==> src/rtl/nmea_sentence_checker_core_assert.svh <==
// assertion macros for the checker's rtl, used by the result queue
`ifndef NMEA_SENTENCE_CHECKER_CORE_ASSERT_SVH
`define NMEA_SENTENCE_CHECKER_CORE_ASSERT_SVH

// same-cycle implication, sampled on clk, off while in reset
`define NSC_ASSERT_NOW(label, ante, cons) \
    label: assert property (@(posedge clk) disable iff (!rst_n) (ante) |-> (cons)) \
        else $error("nmea checker: implication failed");

// next-cycle implication, sampled on clk, off while in reset
`define NSC_ASSERT_NEXT(label, ante, cons) \
    label: assert property (@(posedge clk) disable iff (!rst_n) (ante) |=> (cons)) \
        else $error("nmea checker: next-cycle implication failed");

`endif

==> src/rtl/nmea_sc_pkg.sv <==
// shared types, character codes and helpers for the nmea sentence checker
package nmea_sc_pkg;

    // character codes
    localparam logic [7:0] CH_DOLLAR = 8'h24;
    localparam logic [7:0] CH_HASH   = 8'h23;
    localparam logic [7:0] CH_STAR   = 8'h2A;
    localparam logic [7:0] CH_COMMA  = 8'h2C;
    localparam logic [7:0] CH_LF     = 8'h0A;

    // sentence tags, three characters packed first-in highest
    localparam logic [23:0] TAG_GGA = 24'h474741;
    localparam logic [23:0] TAG_TRA = 24'h545241;
    localparam logic [23:0] TAG_RMC = 24'h524D43;

    // sentence kind codes
    localparam logic [1:0] KIND_GGA     = 2'd0;
    localparam logic [1:0] KIND_TRA     = 2'd1;
    localparam logic [1:0] KIND_RMC     = 2'd2;
    localparam logic [1:0] KIND_UNKNOWN = 2'd3;

    // field positions and limits
    localparam logic [3:0] FIELD_FIX    = 4'd6;
    localparam logic [3:0] FIELD_SATS   = 4'd7;
    localparam logic [3:0] FIELD_STATUS = 4'd5;
    localparam logic [3:0] FIELD_MAX    = 4'd15;
    localparam logic [7:0] SAT_MAX      = 8'd99;
    localparam logic [1:0] DIGITS_BAD   = 2'd3;
    localparam logic [1:0] DIGITS_FULL  = 2'd2;

    localparam int DATA_W = 32;

    typedef enum logic [1:0] {
        PH_IDLE,
        PH_BODY,
        PH_HEX,
        PH_TRAIL
    } phase_t;

    typedef struct packed {
        logic [7:0]        computed_sum;
        logic [7:0]        received_sum;
        logic              heading_valid;
        logic [6:0]        satellite_count;
        logic signed [2:0] fix_status;
        logic [1:0]        sentence_kind;
        logic              checksum_ok;
    } result_t;

    typedef struct packed {
        logic    valid;
        result_t data;
    } res_xfer_t;

    // hex digit decode: bit 4 set when the byte is a hex digit
    function automatic logic [4:0] hex_digit(input logic [7:0] b);
        logic [4:0] r;
        r = 5'd0;
        if (b >= 8'h30 && b <= 8'h39)
        begin
            r = {1'b1, b[3:0]};
        end
        else if ((b >= 8'h41 && b <= 8'h46) || (b >= 8'h61 && b <= 8'h66))
        begin
            r = {1'b1, b[3:0] + 4'd9};
        end
        return r;
    endfunction

    // gga fix quality to signed fix status
    function automatic logic signed [2:0] map_fix(input logic [7:0] q);
        logic signed [2:0] r;
        r = 3'sd0;
        if (q == 8'd0)
        begin
            r = -3'sd1;
        end
        else if (q == 8'd2 || q == 8'd5)
        begin
            r = 3'sd1;
        end
        else if (q == 8'd4)
        begin
            r = 3'sd2;
        end
        return r;
    endfunction

endpackage

==> src/rtl/nmea_sc_parser.sv <==
// per-byte sentence parser: state update and result build on line feed
module nmea_sc_parser (
    input  logic                   clk,
    input  logic                   rst_n,
    input  logic                   accept,
    input  logic [7:0]             data_byte,
    output nmea_sc_pkg::res_xfer_t res
);

    nmea_sc_pkg::phase_t phase_reg, phase_next;
    logic [7:0]  xor_reg, xor_next;
    logic [7:0]  hex_reg, hex_next;
    logic [1:0]  seen_reg, seen_next;
    logic [3:0]  field_num_reg, field_num_next;
    logic [7:0]  field_val_reg, field_val_next;
    logic [23:0] last3_reg, last3_next;
    logic [1:0]  kind_reg, kind_next;
    logic [7:0]  fixq_reg, fixq_next;
    logic [6:0]  sat_reg, sat_next;
    logic [7:0]  tra_reg, tra_next;
    logic        skip_reg, skip_next;
    logic        closed_reg, closed_next;

    logic        do_start;
    logic        start_skip;
    logic        do_end;
    logic [4:0]  hd;
    logic        is_digit;
    logic [11:0] dec_sum;
    logic [1:0]  tag_kind;
    logic        ok;

    // decode helpers
    assign hd       = nmea_sc_pkg::hex_digit(data_byte);
    assign is_digit = (data_byte >= 8'h30) && (data_byte <= 8'h39);
    assign dec_sum  = ({4'd0, field_val_reg} * 12'd10) + {8'd0, data_byte[3:0]};
    assign ok       = ((phase_reg == nmea_sc_pkg::PH_HEX) || (phase_reg == nmea_sc_pkg::PH_TRAIL))
                      && (seen_reg == nmea_sc_pkg::DIGITS_FULL) && (hex_reg == xor_reg);

    // tag match on the shifted window
    always_comb
    begin
        tag_kind = nmea_sc_pkg::KIND_UNKNOWN;
        if ({last3_reg[15:0], data_byte} == nmea_sc_pkg::TAG_GGA)
        begin
            tag_kind = nmea_sc_pkg::KIND_GGA;
        end
        if ({last3_reg[15:0], data_byte} == nmea_sc_pkg::TAG_TRA)
        begin
            tag_kind = nmea_sc_pkg::KIND_TRA;
        end
        if ({last3_reg[15:0], data_byte} == nmea_sc_pkg::TAG_RMC)
        begin
            tag_kind = nmea_sc_pkg::KIND_RMC;
        end
    end

    // next-state logic for one byte
    always_comb
    begin
        phase_next     = phase_reg;
        xor_next       = xor_reg;
        hex_next       = hex_reg;
        seen_next      = seen_reg;
        field_num_next = field_num_reg;
        field_val_next = field_val_reg;
        last3_next     = last3_reg;
        kind_next      = kind_reg;
        fixq_next      = fixq_reg;
        sat_next       = sat_reg;
        tra_next       = tra_reg;
        skip_next      = skip_reg;
        closed_next    = closed_reg;
        do_start       = 1'b0;
        start_skip     = 1'b0;
        do_end         = 1'b0;

        if (accept)
        begin
            if (data_byte == nmea_sc_pkg::CH_DOLLAR)
            begin
                do_start = 1'b1;
            end
            else if (data_byte == nmea_sc_pkg::CH_HASH)
            begin
                if (phase_reg == nmea_sc_pkg::PH_IDLE)
                begin
                    do_start   = 1'b1;
                    start_skip = 1'b1;
                end
                else
                begin
                    skip_next = 1'b1;
                end
            end
            else if (phase_reg == nmea_sc_pkg::PH_IDLE)
            begin
                phase_next = nmea_sc_pkg::PH_IDLE;
            end
            else if (data_byte == nmea_sc_pkg::CH_LF)
            begin
                phase_next = nmea_sc_pkg::PH_IDLE;
            end
            else if (phase_reg == nmea_sc_pkg::PH_BODY)
            begin
                if (data_byte == nmea_sc_pkg::CH_STAR)
                begin
                    do_end     = 1'b1;
                    phase_next = nmea_sc_pkg::PH_HEX;
                end
                else if (data_byte == nmea_sc_pkg::CH_COMMA)
                begin
                    xor_next = xor_reg ^ data_byte;
                    do_end   = 1'b1;
                end
                else
                begin
                    xor_next = xor_reg ^ data_byte;
                    if (field_num_reg == 4'd0)
                    begin
                        last3_next = {last3_reg[15:0], data_byte};
                        if (tag_kind != nmea_sc_pkg::KIND_UNKNOWN &&
                            (kind_reg == nmea_sc_pkg::KIND_UNKNOWN || tag_kind > kind_reg))
                        begin
                            kind_next = tag_kind;
                        end
                    end
                    else if (is_digit)
                    begin
                        if (!closed_reg)
                        begin
                            field_val_next = (dec_sum > 12'd255) ? 8'd255 : dec_sum[7:0];
                        end
                    end
                    else
                    begin
                        closed_next = 1'b1;
                    end
                end
            end
            else if (phase_reg == nmea_sc_pkg::PH_HEX)
            begin
                if (!hd[4])
                begin
                    seen_next  = nmea_sc_pkg::DIGITS_BAD;
                    phase_next = nmea_sc_pkg::PH_TRAIL;
                end
                else
                begin
                    hex_next  = {hex_reg[3:0], hd[3:0]};
                    seen_next = seen_reg + 2'd1;
                    if (seen_reg + 2'd1 >= nmea_sc_pkg::DIGITS_FULL)
                    begin
                        phase_next = nmea_sc_pkg::PH_TRAIL;
                    end
                end
            end
        end

        // close the current field
        if (do_end)
        begin
            if (kind_reg == nmea_sc_pkg::KIND_GGA && field_num_reg == nmea_sc_pkg::FIELD_FIX)
            begin
                fixq_next = field_val_reg;
            end
            if (kind_reg == nmea_sc_pkg::KIND_GGA && field_num_reg == nmea_sc_pkg::FIELD_SATS)
            begin
                sat_next = (field_val_reg > nmea_sc_pkg::SAT_MAX) ?
                           nmea_sc_pkg::SAT_MAX[6:0] : field_val_reg[6:0];
            end
            if (kind_reg == nmea_sc_pkg::KIND_TRA && field_num_reg == nmea_sc_pkg::FIELD_STATUS)
            begin
                tra_next = field_val_reg;
            end
            if (field_num_reg != nmea_sc_pkg::FIELD_MAX)
            begin
                field_num_next = field_num_reg + 4'd1;
            end
            field_val_next = 8'd0;
            closed_next    = 1'b0;
        end

        // fresh sentence
        if (do_start)
        begin
            phase_next     = nmea_sc_pkg::PH_BODY;
            xor_next       = 8'd0;
            hex_next       = 8'd0;
            seen_next      = 2'd0;
            field_num_next = 4'd0;
            field_val_next = 8'd0;
            last3_next     = 24'd0;
            kind_next      = nmea_sc_pkg::KIND_UNKNOWN;
            fixq_next      = 8'd0;
            sat_next       = 7'd0;
            tra_next       = 8'd0;
            skip_next      = start_skip;
            closed_next    = 1'b0;
        end
    end

    // result on a line feed that ends a sentence
    always_comb
    begin
        res       = '0;
        res.valid = accept && (data_byte == nmea_sc_pkg::CH_LF) &&
                    (phase_reg != nmea_sc_pkg::PH_IDLE) && !skip_reg;
        res.data.checksum_ok   = ok;
        res.data.sentence_kind = kind_reg;
        res.data.received_sum  = hex_reg;
        res.data.computed_sum  = xor_reg;
        if (ok && kind_reg == nmea_sc_pkg::KIND_GGA)
        begin
            res.data.fix_status      = nmea_sc_pkg::map_fix(fixq_reg);
            res.data.satellite_count = sat_reg;
        end
        res.data.heading_valid = ok && (kind_reg == nmea_sc_pkg::KIND_TRA) && (tra_reg == 8'd4);
    end

    // parser state registers
    always_ff @(posedge clk or negedge rst_n)
    begin
        if (!rst_n)
        begin
            phase_reg     <= nmea_sc_pkg::PH_IDLE;
            xor_reg       <= 8'd0;
            hex_reg       <= 8'd0;
            seen_reg      <= 2'd0;
            field_num_reg <= 4'd0;
            field_val_reg <= 8'd0;
            last3_reg     <= 24'd0;
            kind_reg      <= nmea_sc_pkg::KIND_UNKNOWN;
            fixq_reg      <= 8'd0;
            sat_reg       <= 7'd0;
            tra_reg       <= 8'd0;
            skip_reg      <= 1'b0;
            closed_reg    <= 1'b0;
        end
        else
        begin
            phase_reg     <= phase_next;
            xor_reg       <= xor_next;
            hex_reg       <= hex_next;
            seen_reg      <= seen_next;
            field_num_reg <= field_num_next;
            field_val_reg <= field_val_next;
            last3_reg     <= last3_next;
            kind_reg      <= kind_next;
            fixq_reg      <= fixq_next;
            sat_reg       <= sat_next;
            tra_reg       <= tra_next;
            skip_reg      <= skip_next;
            closed_reg    <= closed_next;
        end
    end

endmodule

==> src/rtl/nmea_sc_outq.sv <==
// two-entry result queue: output register plus skid slot
`include "nmea_sentence_checker_core_assert.svh"

module nmea_sc_outq (
    input  logic                   clk,
    input  logic                   rst_n,
    input  nmea_sc_pkg::res_xfer_t res,
    output logic                   in_ready,
    output logic                   out_valid,
    input  logic                   out_ready,
    output nmea_sc_pkg::result_t   out_data
);

    logic [1:0]           count_reg, count_next;
    nmea_sc_pkg::result_t slot0_reg, slot0_next;
    nmea_sc_pkg::result_t slot1_reg, slot1_next;
    logic                 push;
    logic                 pop;

    assign push      = res.valid;
    assign pop       = out_valid && out_ready;
    assign in_ready  = (count_reg != 2'd2);
    assign out_valid = (count_reg != 2'd0);
    assign out_data  = slot0_reg;

    // queue update on push and pop
    always_comb
    begin
        count_next = count_reg;
        slot0_next = slot0_reg;
        slot1_next = slot1_reg;
        case (count_reg)
            2'd0:
            begin
                if (push)
                begin
                    slot0_next = res.data;
                    count_next = 2'd1;
                end
            end
            2'd1:
            begin
                if (pop && push)
                begin
                    slot0_next = res.data;
                end
                else if (pop)
                begin
                    count_next = 2'd0;
                end
                else if (push)
                begin
                    slot1_next = res.data;
                    count_next = 2'd2;
                end
            end
            2'd2:
            begin
                if (pop)
                begin
                    slot0_next = slot1_reg;
                    count_next = 2'd1;
                end
            end
            default:
            begin
                count_next = 2'd0;
            end
        endcase
    end

    // queue registers
    always_ff @(posedge clk or negedge rst_n)
    begin
        if (!rst_n)
        begin
            count_reg <= 2'd0;
            slot0_reg <= '0;
            slot1_reg <= '0;
        end
        else
        begin
            count_reg <= count_next;
            slot0_reg <= slot0_next;
            slot1_reg <= slot1_next;
        end
    end

    // checks
    `NSC_ASSERT_NOW(a_no_push_when_full, push, count_reg != 2'd2)
    `NSC_ASSERT_NEXT(a_pop_only_drains, pop && !push, count_reg == $past(count_reg) - 2'd1)
    `NSC_ASSERT_NEXT(a_skid_captures, push && !pop && count_reg == 2'd1, slot1_reg == $past(res.data))

endmodule

==> src/rtl/nmea_sentence_checker_core.sv <==
// top level of the nmea sentence checker: byte stream in, sentence results out
//
//  channel | direction | tdata                        | notes
//  s_axis  | in        | [7:0] data_byte              | one ascii character per transfer
//  m_axis  | out       | [29:0] result, [31:30] zero  | one transfer per reported sentence
//
// one byte per cycle is taken while s_tready is high; the parser state updates in the same cycle
// a result is written into the output queue when its line feed is taken and waits behind any earlier untaken result
// a two-entry output queue keeps bytes flowing while one result is stalled
// s_tready drops only while both queue entries hold untaken results
// reset (rst_n low, asynchronous) returns the parser to idle and empties the queue
module nmea_sentence_checker_core (
    input  logic        clk,
    input  logic        rst_n,
    input  logic        s_tvalid,
    output logic        s_tready,
    input  logic [7:0]  s_tdata,   // [7:0] data_byte
    output logic        m_tvalid,
    input  logic        m_tready,
    output logic [31:0] m_tdata    // [0] checksum_ok, [2:1] sentence_kind, [5:3] fix_status,
                                   // [12:6] satellite_count, [13] heading_valid,
                                   // [21:14] received_sum, [29:22] computed_sum, [31:30] zero
);

    nmea_sc_pkg::res_xfer_t res;
    nmea_sc_pkg::result_t   out_data;
    logic                   accept;

    // input transfer
    assign accept = s_tvalid && s_tready;

    // byte parser
    nmea_sc_parser u_parser (
        .clk       (clk),
        .rst_n     (rst_n),
        .accept    (accept),
        .data_byte (s_tdata),
        .res       (res)
    );

    // result queue
    nmea_sc_outq u_outq (
        .clk       (clk),
        .rst_n     (rst_n),
        .res       (res),
        .in_ready  (s_tready),
        .out_valid (m_tvalid),
        .out_ready (m_tready),
        .out_data  (out_data)
    );

    // pack result onto tdata
    assign m_tdata = {{(nmea_sc_pkg::DATA_W - $bits(nmea_sc_pkg::result_t)){1'b0}}, out_data};

endmodule
==> config.mk <==
export PLATFORM = sky130hd
export DESIGN_NAME = nmea_sentence_checker_core
export DESIGN_NICKNAME = d
export VERILOG_FILES = /design/src/rtl/nmea_sc_pkg.sv /design/src/rtl/nmea_sc_parser.sv /design/src/rtl/nmea_sc_outq.sv /design/src/rtl/nmea_sentence_checker_core.sv
export VERILOG_INCLUDE_DIRS = /design/src /design/src/rtl
export SDC_FILE = /design/constraint.sdc
export NUM_CORES = 1
export LEC_CHECK = 0
export ABC_AREA = 0
export BUFFER_PORTS_ARGS = -buffer_cell sky130_fd_sc_hd__buf_2
export CORE_AREA = 10 10 126 128
export DETAILED_ROUTE_END_ITERATION = 16
export DIE_AREA = 0 0 136 138
export PLACE_DENSITY = 0.72
export SLEW_MARGIN = 0
export SYNTH_ARGS = -nofsm -noshare
export SYNTH_HDL_FRONTEND = slang
export SYNTH_SLANG_ARGS = --single-unit
export TNS_END_PERCENT = 50
==> constraint.sdc <==
create_clock -name clk -period 2.7 [get_ports clk]
set_input_delay 0.675 -clock clk [delete_from_list [all_inputs] [get_ports clk]]
set_output_delay 0.675 -clock clk [all_outputs]
set_load 0.01 [all_outputs]
==> reports/results.tsv, run 1 <==
metric	value	unit
GRT Total Usage	0.1875	
Antenna Cells	0	
Post-synth EDFFs	0	
Mapped Cells	733	
die area	0.01877	mm^2
Max Fclk	373.3	MHz
nature of the critical path startpoint	flip-flop	
Area growth syn-to-layout	23.76	%
Crit Path Max Fanout	8	
core area	0.01350	mm^2
status	complete, no violations	
clock root buffer	clkbuf_16	
CP arrival	3.02	ns
GPL Wtd Cong	0.8791	
post-synth cell types	70	
P per Cell Area	610.6	mW/mm^2
Cell Count, Final, Fillers Out	1031	
Die X	136	um
first-pass GRT wire length	29.08	mm
Max IR drop VDD	442.4	uV
Pins Over Slew Limit	0	
Tcrit/Tclk final	0.9922	
Worst slew margin	0.5470	
WS Path Type	flip-flop to flip-flop	
share of layout cells above drive strength 1	0.2538	
Hold WS	0.2646	ns
Req. time, crit path	3.04	ns
min cycle time layout	2.679	ns
Primary FF master, synth	dfrtp_1	
DR iter-0 viols	432	
Initial Util	0.5315	
Post-Syn Area	0.007178	mm^2
Clock Sink Count	137	
drt pass-1 iters	5	
RSZ-0062 raised after global routing	yes	
Reg clk slew, reported paths	0.05	ns
die span in y	138	um
post-synthesis async set-or-reset flop share	1.000	
register area share after synthesis	0.4780	
Lkg Pwr	4.353	nW
# rows	43	
Worst-Margin Slew	0.6795	ns
Hold Path Class	input pin to async pin	
Syn Area/Cell	9.793	um^2
Synth warnings	0	
drt via density	5.675	
vias in the first global route	5827	
Final Hold Fails	0	
endpoints failing setup	0	
CTS tree	yes	
cell count of the worst reg-to-reg path	9	
largest net degree at the start of global routing	74	
DRC	0	
Placed Cells	996	
wire per inst	16.94	um
CP Capture Type	flip-flop	
initial antenna violation count	0	
Port Buffer Count	43	
HPWL Detailed	12.66	mm
CTS Buf Count	17	
Max Cap Violations	0	
Clk Latency, worst-skew pair	0.42	ns
Net count, final	879	
total number of vias	5851	
#FFs+latches synth	137	
total wire length	17.47	mm
skew final	0.007737	ns
CTS Buffer Depth	2	
H-tree levels	4	
Critical Path Start	u_parser.field_val_reg[3]$_DFFE_PN0P_	
grt ovf	0	
worst reg2reg startpoint	u_parser.field_val_reg[3]$_DFFE_PN0P_	
post-route ant nets	0	
Hold Buf Count CTS	0	
io pins	46	
[final timing paths]
check | endpoint | slack, ns
max in group asynchronous | u_outq.out_data[10]$_DFFE_PN0P_ | 1.73
max | u_parser.field_val_reg[0]$_DFFE_PN0P_ | 0.02
min reg2reg | u_outq.slot1_reg[20]$_DFFE_PN0P_ | 0.48
min | u_outq.out_data[21]$_DFFE_PN0P_ | 0.26
max reg2reg | u_parser.field_val_reg[0]$_DFFE_PN0P_ | 0.02
min in group clk | u_outq.count_reg[1]$_DFFE_PN0P_ | 0.47
[cell usage after synthesis, types with 4 or more instances]
cell type  instances  area, um^2
buf_4              4       30.03
dfrtp_1          135        3378
a21o_1             5       37.54
or2_2              6       37.54
a31oi_1           22       137.6
o31ai_1           14       105.1
nor4b_1            5       43.79
ha_1              27       337.8
buf_1              4       15.01
nor2b_1            9       56.30
nand3_1           23       115.1
clkbuf_1          15       56.30
buf_2             13       65.06
xnor2_1           19       166.4
a211oi_1           7       52.55
mux2_2            22       247.7
mux2i_1           27       270.3
a22o_1            10       87.58
and3_1             5       31.28
nor2_1            75       281.5
nor4_1             5       31.28
o21a_1             4       30.03
mux2_4             4       60.06
a22oi_1            8       60.06
inv_1             20       75.07
o21ai_0           35       175.2
a21oi_1           21       105.1
nand4_1            5       31.28
nand2_1          111       416.7
nor3_1            10       50.05
[per-layer routing]
layer | vias up | track usage | part of all wire
met4 | 0 | 0.07179 | 0.013
met3 | 17 | 0.04167 | 0.048
met2 | 148 | 0.2994 | 0.49
met5 | - | 0 | 0
li1 | 2804 | - | -
met1 | 2882 | 0.2417 | 0.45
[cell families (layout without fill, tap and decap cells)]
family                     count (synthesis)  count (layout)  share of synthesized area
other                                      1               2                  0.0005224
buffers and inverters                     58             175                    0.03573
xor gates and xnor gates                  22              22                    0.02684
adders and majority gates                 29              29                    0.05264
DFF                                      137             137                     0.4780
muxes                                     54              54                    0.08210
AOI/OAI and AO/OA                        149             149                     0.1368
and+or+nand+nor                          283             283                     0.1874
[cell usage in the layout (no fill, tap or decap), types with 19 or more instances in the layout]
cell	netlist	final
dfrtp_1	135	135
nand2_1	111	110
nor2_1	75	73
buf_4	4	73
buf_2	13	42
o21ai_0	35	32
mux2i_1	27	26
ha_1	27	24
nand3_1	23	23
a31oi_1	22	22
mux2_2	22	22
a21oi_1	21	20
inv_1	20	19
xnor2_1	19	19
[through the flow]
stage          instance area (um^2)  power (mW)  setup TNS (ns)  utilization  setup WS (ns)
2_1_floorplan                  7214       2.626        -0.01205            -       -0.01205
3_3_place_gp                   8135       2.878          -7.640       0.6024        -0.2140
3_5_place_dp                   8135       2.903          -11.70       0.6024        -0.3245
4_1_cts                        8836       5.443         -0.4506       0.6543       -0.07992
5_1_grt                        8884       5.641         -0.4705       0.6578       -0.08552
6_report                       8884       5.425               0       0.6578        0.02116
[repair_timing]
action / in CTS / in global routing
gates cloned: 0 / 0
setup endpoints to repair: 8 / 10
resized for setup: 9 / 8
setup buffers: 2 / 1
pin swaps: 4 / 5
[critical path, stage by stage (launching register included)]
cell     delay (ns)
dfrtp_1        0.39
ha_1           0.33
ha_4           0.17
fa_2           0.55
nand2_2        0.06
or2_4          0.24
nor4_4         0.21
mux2i_4        0.42
nor3_1         0.10
o21ai_1        0.14
[cell type report]
| class | instances | area (um^2) |
|---|---|---|
| Multi-Input combinational cell | 539 | 3607 |
| Tap cell | 180 | 225.2 |
| Clock inverter | 12 | 195.2 |
| Inverter | 21 | 78.83 |
| Fill cell | 1046 | 4621 |
| Sequential cell | 137 | 3431 |
| Timing Repair Buffer | 122 | 889.6 |
| Clock buffer | 20 | 456.7 |
[where the power goes]
part           internal (mW)  switching [mW]  leakage, nW
Clock                   1.68           0.865        0.320
Combinational          0.254           0.299         2.20
Sequential              2.20           0.121         1.83
Power figures use the tool's default switching activity.
==> inputs of run 2 (changes only) <==
--- a/config.mk
+++ b/config.mk
@@ -8,12 +8,14 @@
 export LEC_CHECK = 0
 export ABC_AREA = 0
 export BUFFER_PORTS_ARGS = -buffer_cell sky130_fd_sc_hd__buf_2
-export CORE_AREA = 10 10 126 128
+export CORE_AREA = 10 10 130 132
 export DETAILED_ROUTE_END_ITERATION = 16
-export DIE_AREA = 0 0 136 138
+export DIE_AREA = 0 0 140 142
+export HOLD_SLACK_MARGIN = 0.15
 export PLACE_DENSITY = 0.72
 export SLEW_MARGIN = 0
 export SYNTH_ARGS = -nofsm -noshare
 export SYNTH_HDL_FRONTEND = slang
+export SYNTH_HIERARCHICAL = 1
 export SYNTH_SLANG_ARGS = --single-unit
 export TNS_END_PERCENT = 50
==> reports/results.tsv, run 2 <==
metric	value	unit	change
CTS Buf Count	17		unchanged
Initial Util	0.5355		was 0.5315
Req. time, crit path	3.04	ns	about the same
WL met1	7.659	mm	was 7.812 mm
failing checks	negative setup slack		
H-tree levels	4		unchanged
core area	0.01431	mm^2	was 0.01350 mm^2
share of layout cells above drive strength 1	0.3405		was 0.2538
largest net degree at the start of global routing	89		was 74
vias in the first global route	5837		was 5,827
Max Fclk	360.8	MHz	was 373.3 MHz
Synth top cells by count	dfrtp_1, nor2_1, mux2_4		was dfrtp_1, nand2_1, nor2_1
Lkg Pwr	4.583	nW	was 4.353 nW
Max IR drop VDD	504.9	uV	was 442.4 uV
clock root buffer	clkbuf_16		unchanged
Post-synth EDFFs	0		unchanged
Fillers	1076		was 1,046
drt via density	5.801		was 5.675
first-pass GRT wire length	29.72	mm	was 29.08 mm
Mapped Cells	666		was 733
DRC	0		unchanged
commonest cells after routing, fill and taps aside	dfrtp_1, buf_4, nor2_1, mux2_4, buf_2		was dfrtp_1, nand2_1, nor2_1, buf_4, buf_2
P per Cell Area	638.4	mW/mm^2	was 610.6 mW/mm^2
Clock Sink Count	137		unchanged
synth top area cells	dfrtp_1, mux2_4, ha_1		was dfrtp_1, nand2_1, ha_1
# rows	44		was 43
internal power	4.354	mW	was 4.140 mW
Port Buffer Count	43		unchanged
switch share	0.2673		was 0.2369
Net count, final	822		was 879
post-synth cell types	73		was 70
register area share after synthesis	0.4476		was 0.4780
Psw	1.588	mW	was 1.285 mW
wire per inst	18.14	um	was 16.94 um
RSZ-0062 raised after global routing	yes		unchanged
skew final	0.006272	ns	was 0.007737 ns
commonest non-fill, non-tap cell in the layout	dfrtp_1		unchanged
min cycle time layout	2.772	ns	was 2.679 ns
Max Cap Violations	0		unchanged
Crit Path Max Fanout	3		was 8
Reg clk slew, reported paths	0.06	ns	was 0.05 ns
Post-Syn Area	0.007665	mm^2	was 0.007178 mm^2
Hold WS	0.4724	ns	was 0.2646 ns
Final Hold Fails	0		unchanged
grt ovf	0		unchanged
Hold Path Class	flip-flop to flip-flop		was input pin to async pin
GPL Wtd Cong	0.9193		was 0.8791
drt pass-1 iters	5		unchanged
initial antenna violation count	0		unchanged
CTS Buffer Depth	2		unchanged
die span in y	142	um	was 138 um
GRT Total Usage	0.1809		was 0.1875
max layer used	met4		unchanged
CTS tree	yes		unchanged
Die X	140	um	was 136 um
Final WS setup	-0.07187	ns	was 0.02116 ns
die area	0.01988	mm^2	was 0.01877 mm^2
clock network power share	0.426		was 0.470
met2 routed WL	8.825	mm	was 8.590 mm
Syn Area/Cell	11.51	um^2	was 9.793 um^2
Primary FF master, synth	dfrtp_1		unchanged
nature of the critical path startpoint	flip-flop		unchanged
most common cell in the synthesized netlist	dfrtp_1		unchanged
post-synthesis async set-or-reset flop share	1.000		unchanged
Sequential Power Share	0.397		was 0.428
Tot Pwr	5.942	mW	was 5.425 mW
metal3 WL	882	um	was 837 um
Area growth syn-to-layout	21.43	%	was 23.76%
Clk Latency, worst-skew pair	0.42	ns	about the same
HPWL Detailed	12.50	mm	was 12.66 mm
post-synth top area share	0.4407		was 0.4706
CP arrival	3.11	ns	was 3.02 ns
total number of vias	5668		was 5,851
Antenna Cells	0		unchanged
Pins Over Slew Limit	0		unchanged
Worst-Margin Slew	0.5663	ns	was 0.6795 ns
CP Capture Type	flip-flop		unchanged
Synth area leader	dfrtp_1		unchanged
combinational share of power	0.177		was 0.102
total wire length	17.72	mm	was 17.47 mm
status	finished, violations left		was complete, no violations
post-route ant nets	0		unchanged
io pins	46		unchanged
WS Path Type	flip-flop to flip-flop		unchanged
Tcrit/Tclk final	1.027		was 0.9922
#FFs+latches synth	137		unchanged
Synth warnings	6		was 0
Worst slew margin	0.6175		was 0.5470
endpoints failing setup	1		was 0
DR iter-0 viols	418		was 432
[run 2: routing by layer]
metal,global-route usage,up-vias
met1,0.2168,2848
met5,0,-
met4,0.06685,0
met2,0.3081,164
li1,-,2625
met3,0.04606,31
[run 2: power by group through the flow]
| stage | Clock [mW] | Combinational [mW] | Sequential [mW] |
|---|---|---|---|
| after floorplan | 0 | 0.680 | 2.35 |
| after global placement | 0 | 0.973 | 2.39 |
| after detailed placement | 0 | 1.02 | 2.39 |
| after CTS | 2.58 | 1.04 | 2.36 |
| after global routing | 2.67 | 1.16 | 2.38 |
| final | 2.53 | 1.05 | 2.36 |
[run 2: worst max-delay path, stage by stage, from the launching register on]
cell and delay [ns]:
dfrtp_1 0.38, or4b_4 0.53, o32a_1 0.31, nor3_2 0.18, inv_1 0.11, ha_4 0.27
nor2b_1 0.12, o21ai_1 0.09, a211oi_2 0.32, o211ai_1 0.17, mux2i_1 0.21
[run 2: cell families after synthesis]
logic type / share of synthesized area
AO/OA/AOI/OAI: 0.09223
XOR/XNOR: 0.02971
adder cells (fa/ha/maj): 0.04930
buffers and inverters: 0.03689
flip-flops: 0.4476
multiplexers: 0.2021
other: 0.0004892
AND/OR/NAND/NOR: 0.1417
[run 2: cell type report]
| class | instances | area [um^2] | share of cell area |
|---|---|---|---|
| well taps | 184 | 230.2 | 0.02473 |
| clock buffers | 20 | 446.7 | 0.04799 |
| repair buffers | 127 | 913.4 | 0.09813 |
| clock inverters | 11 | 195.2 | 0.02097 |
| inverters | 18 | 67.56 | 0.007259 |
| multi-input cells | 480 | 4024 | 0.4323 |
| flip-flops and latches | 137 | 3431 | 0.3686 |
[run 2: worst paths after layout]
check	from	endpoint	slack, ns	cells past startpoint
max in group asynchronous	rst_n	u_parser/kind_reg[0]$_DFFE_PN1P_	1.31	3
hold / removal	u_parser/seen_reg[0]$_DFFE_PN0P_	u_parser/seen_reg[0]$_DFFE_PN0P_	0.47	1
setup / recovery	u_parser/last3_reg[9]$_DFFE_PN0P_	u_parser/kind_reg[0]$_DFFE_PN1P_	-0.07	10
setup reg to reg	u_parser/last3_reg[9]$_DFFE_PN0P_	u_parser/kind_reg[0]$_DFFE_PN1P_	-0.07	10
hold reg to reg	u_parser/seen_reg[0]$_DFFE_PN0P_	u_parser/seen_reg[0]$_DFFE_PN0P_	0.47	1
min in group asynchronous	rst_n	u_outq/out_data[23]$_DFFE_PN0P_	0.65	2
[run 2: what timing repair did]
| item | CTS | global route |
|---|---|---|
| hold buffers | 1 | 0 |
| setup endpoints to repair | 9 | 9 |
| buffers inserted | 9 | 0 |
| endpoints found under the hold margin | 12 | 0 |
| resized for setup | 6 | 1 |
| pin swaps | 7 | 8 |
[run 2: stage by stage]
step | TNS (ns) | instances | setup slack [ns] | area (um^2) | util
floorplan | -15.33 | 667 | -0.2182 | 7709 | -
global placement | -13.17 | 936 | -0.2770 | 8552 | 0.5975
detailed placement | -17.37 | 936 | -0.4246 | 8552 | 0.5975
CTS | -0.03647 | 977 | -0.03647 | 9304 | 0.6500
global route | -0.1978 | 977 | -0.1359 | 9308 | 0.6503
finish | -0.07187 | 977 | -0.07187 | 9308 | 0.6503
==> inputs of run 3 (changes only) <==
--- a/config.mk
+++ b/config.mk
@@ -12,7 +12,8 @@
 export DETAILED_ROUTE_END_ITERATION = 16
 export DIE_AREA = 0 0 140 142
 export HOLD_SLACK_MARGIN = 0.15
-export PLACE_DENSITY = 0.72
+export PLACE_DENSITY = 0.75
+export RECOVER_POWER = 50
 export SLEW_MARGIN = 0
 export SYNTH_ARGS = -nofsm -noshare
 export SYNTH_HDL_FRONTEND = slang
==> reports/results.tsv, run 3 (synthesis results as in run 2) <==
metric	value	unit	change
RSZ-0062 raised after global routing	yes		unchanged
H-tree levels	4		unchanged
die span in y	142	um	unchanged
CTS Buf Count	17		unchanged
Reg clk slew, reported paths	0.06	ns	about the same
DR iter-0 viols	275		was 418
Pins Over Slew Limit	40		was 0
HPWL Detailed	12.91	mm	was 12.50 mm
post-route ant nets	0		unchanged
P per Cell Area	623.0	mW/mm^2	was 638.4 mW/mm^2
total number of vias	5588		was 5,668
initial antenna violation count	0		unchanged
commonest non-fill, non-tap cell in the layout	dfrtp_1		unchanged
total wire length	18.01	mm	was 17.72 mm
commonest cells after routing, fill and taps aside	dfrtp_1, buf_4, nor2_1, mux2_4, nand2_1		was dfrtp_1, buf_4, nor2_1, mux2_4, buf_2
Clock Sink Count	137		unchanged
vias in the first global route	5989		was 5,837
WS Path Type	flip-flop to flip-flop		unchanged
Crit Path Max Fanout	3		unchanged
Clk Latency, worst-skew pair	0.43	ns	was 0.42 ns
Final Hold Fails	0		unchanged
drt pass-1 iters	5		unchanged
core area	0.01431	mm^2	unchanged
Antenna Cells	0		unchanged
failing checks	max-capacitance violations, max-slew violations, negative setup slack		was negative setup slack
largest net degree at the start of global routing	69		was 89
Fillers	1118		was 1,076
Hold WS	0.4668	ns	was 0.4724 ns
Placed Cells	941		was 936
Worst slew margin	-0.4812		was 0.6175
DRC	0		unchanged
io pins	46		unchanged
CTS tree	yes		unchanged
nature of the critical path startpoint	flip-flop		unchanged
die area	0.01988	mm^2	unchanged
Area growth syn-to-layout	21.79	%	was 21.43%
share of layout cells above drive strength 1	0.3325		was 0.3405
Max Fclk	367.4	MHz	was 360.8 MHz
Max Cap Violations	1		was 0
Final WS setup	-0.02192	ns	was -0.07187 ns
CP arrival	3.07	ns	was 3.11 ns
Req. time, crit path	3.04	ns	about the same
register area	0.003431	mm^2	unchanged
CP Capture Type	flip-flop		unchanged
Net count, final	825		was 822
# rows	44		unchanged
Initial Util	0.5355		unchanged
Tcrit/Tclk final	1.008		was 1.027
Max IR drop VDD	489.4	uV	was 504.9 uV
CTS Buffer Depth	2		unchanged
Port Buffer Count	43		unchanged
clock root buffer	clkbuf_16		unchanged
GPL Wtd Cong	0.8749		was 0.9193
Worst-Margin Slew	2.222	ns	was 0.5663 ns
min cycle time layout	2.722	ns	was 2.772 ns
Die X	140	um	unchanged
Hold Path Class	input pin to flip-flop		was flip-flop to flip-flop
multi-input logic area	0.004046	mm^2	was 0.004024 mm^2
endpoints failing setup	1		unchanged
GRT Total Usage	0.1856		was 0.1809
Cell Count, Final, Fillers Out	981		was 977
Lkg Pwr	4.539	nW	was 4.583 nW
grt ovf	0		unchanged
wire per inst	18.36	um	was 18.14 um
status	finished, violations left		unchanged
drt via density	5.696		was 5.801
skew final	0.008023	ns	was 0.006272 ns
first-pass GRT wire length	30.17	mm	was 29.72 mm
[run 3: critical path, stage by stage, from the launching register on]
cell      delay [ns]
dfrtp_1         0.38
or4b_4          0.53
o32a_1          0.33
nor3_2          0.15
inv_1           0.11
ha_4            0.29
nor2b_4         0.13
o21ai_2         0.07
a211oi_2        0.22
buf_4           0.14
o211ai_1        0.10
mux2i_1         0.19
[run 3: layout make-up]
type	count	area share
multi-input cells	480	0.4335
flip-flops and latches	137	0.3675
repair buffers	130	0.1016
clock buffers	19	0.04745
well taps	184	0.02466
clock inverters	13	0.01809
inverters	18	0.007238
[run 3: repair_timing]
| item | in CTS | in global routing |
|---|---|---|
| hold buffers | 0 | 0 |
| endpoints found under the setup margin | 4 | 10 |
| buffers inserted | 8 | 1 |
| pin swaps | 5 | 9 |
| gates resized for setup | 4 | 9 |
[run 3: layer usage]
metal / GRT usage / up-vias / routed length, um
met5: 0 / - / 0
met4: 0.07446 / 0 / 443
met3: 0.04940 / 41 / 805
met2: 0.3140 / 116 / 9011
met1: 0.2204 / 2791 / 7753
li1: - / 2640 / -
[run 3: final timing paths]
| path | startpoint | endpoint | slack (ns) | depth (start not counted) |
|---|---|---|---|---|
| hold reg to reg | u_parser/seen_reg[0]$_DFFE_PN0P_ | u_parser/seen_reg[0]$_DFFE_PN0P_ | 0.48 | 1 |
| setup reg to reg | u_parser/last3_reg[9]$_DFFE_PN0P_ | u_parser/kind_reg[0]$_DFFE_PN1P_ | -0.02 | 11 |
| min in group asynchronous | rst_n | u_outq/out_data[23]$_DFFE_PN0P_ | 0.89 | 1 |
| hold / removal | m_tready | u_outq/count_reg[1]$_DFFE_PN0P_ | 0.47 | 2 |
| max in group asynchronous | rst_n | u_outq/slot1_reg[6]$_DFFE_PN0P_ | 0.44 | 2 |
| setup / recovery | u_parser/last3_reg[9]$_DFFE_PN0P_ | u_parser/kind_reg[0]$_DFFE_PN1P_ | -0.02 | 11 |
[run 3: stage by stage]
stage / total power, mW / cell area (um^2) / TNS (ns) / utilization / setup slack [ns]
finish: 5.816 / 9335 / -0.02192 / 0.6522 / -0.02192
global route: 6.073 / 9335 / -0.2239 / 0.6522 / -0.1311
CTS: 5.830 / 9314 / -0.09056 / 0.6507 / -0.05716
detailed placement: 3.420 / 8627 / -14.16 / 0.6027 / -0.2445
global placement: 3.362 / 8627 / -13.05 / 0.6027 / -0.2247
floorplan: 3.031 / 7709 / -15.33 / - / -0.2182
[run 3: power breakdown]
group          total, mW  internal (mW)  switching [mW]
Combinational       1.06          0.511           0.549
Clock               2.39           1.49           0.903
Sequential          2.37           2.19           0.182
Total               5.82           4.18            1.63
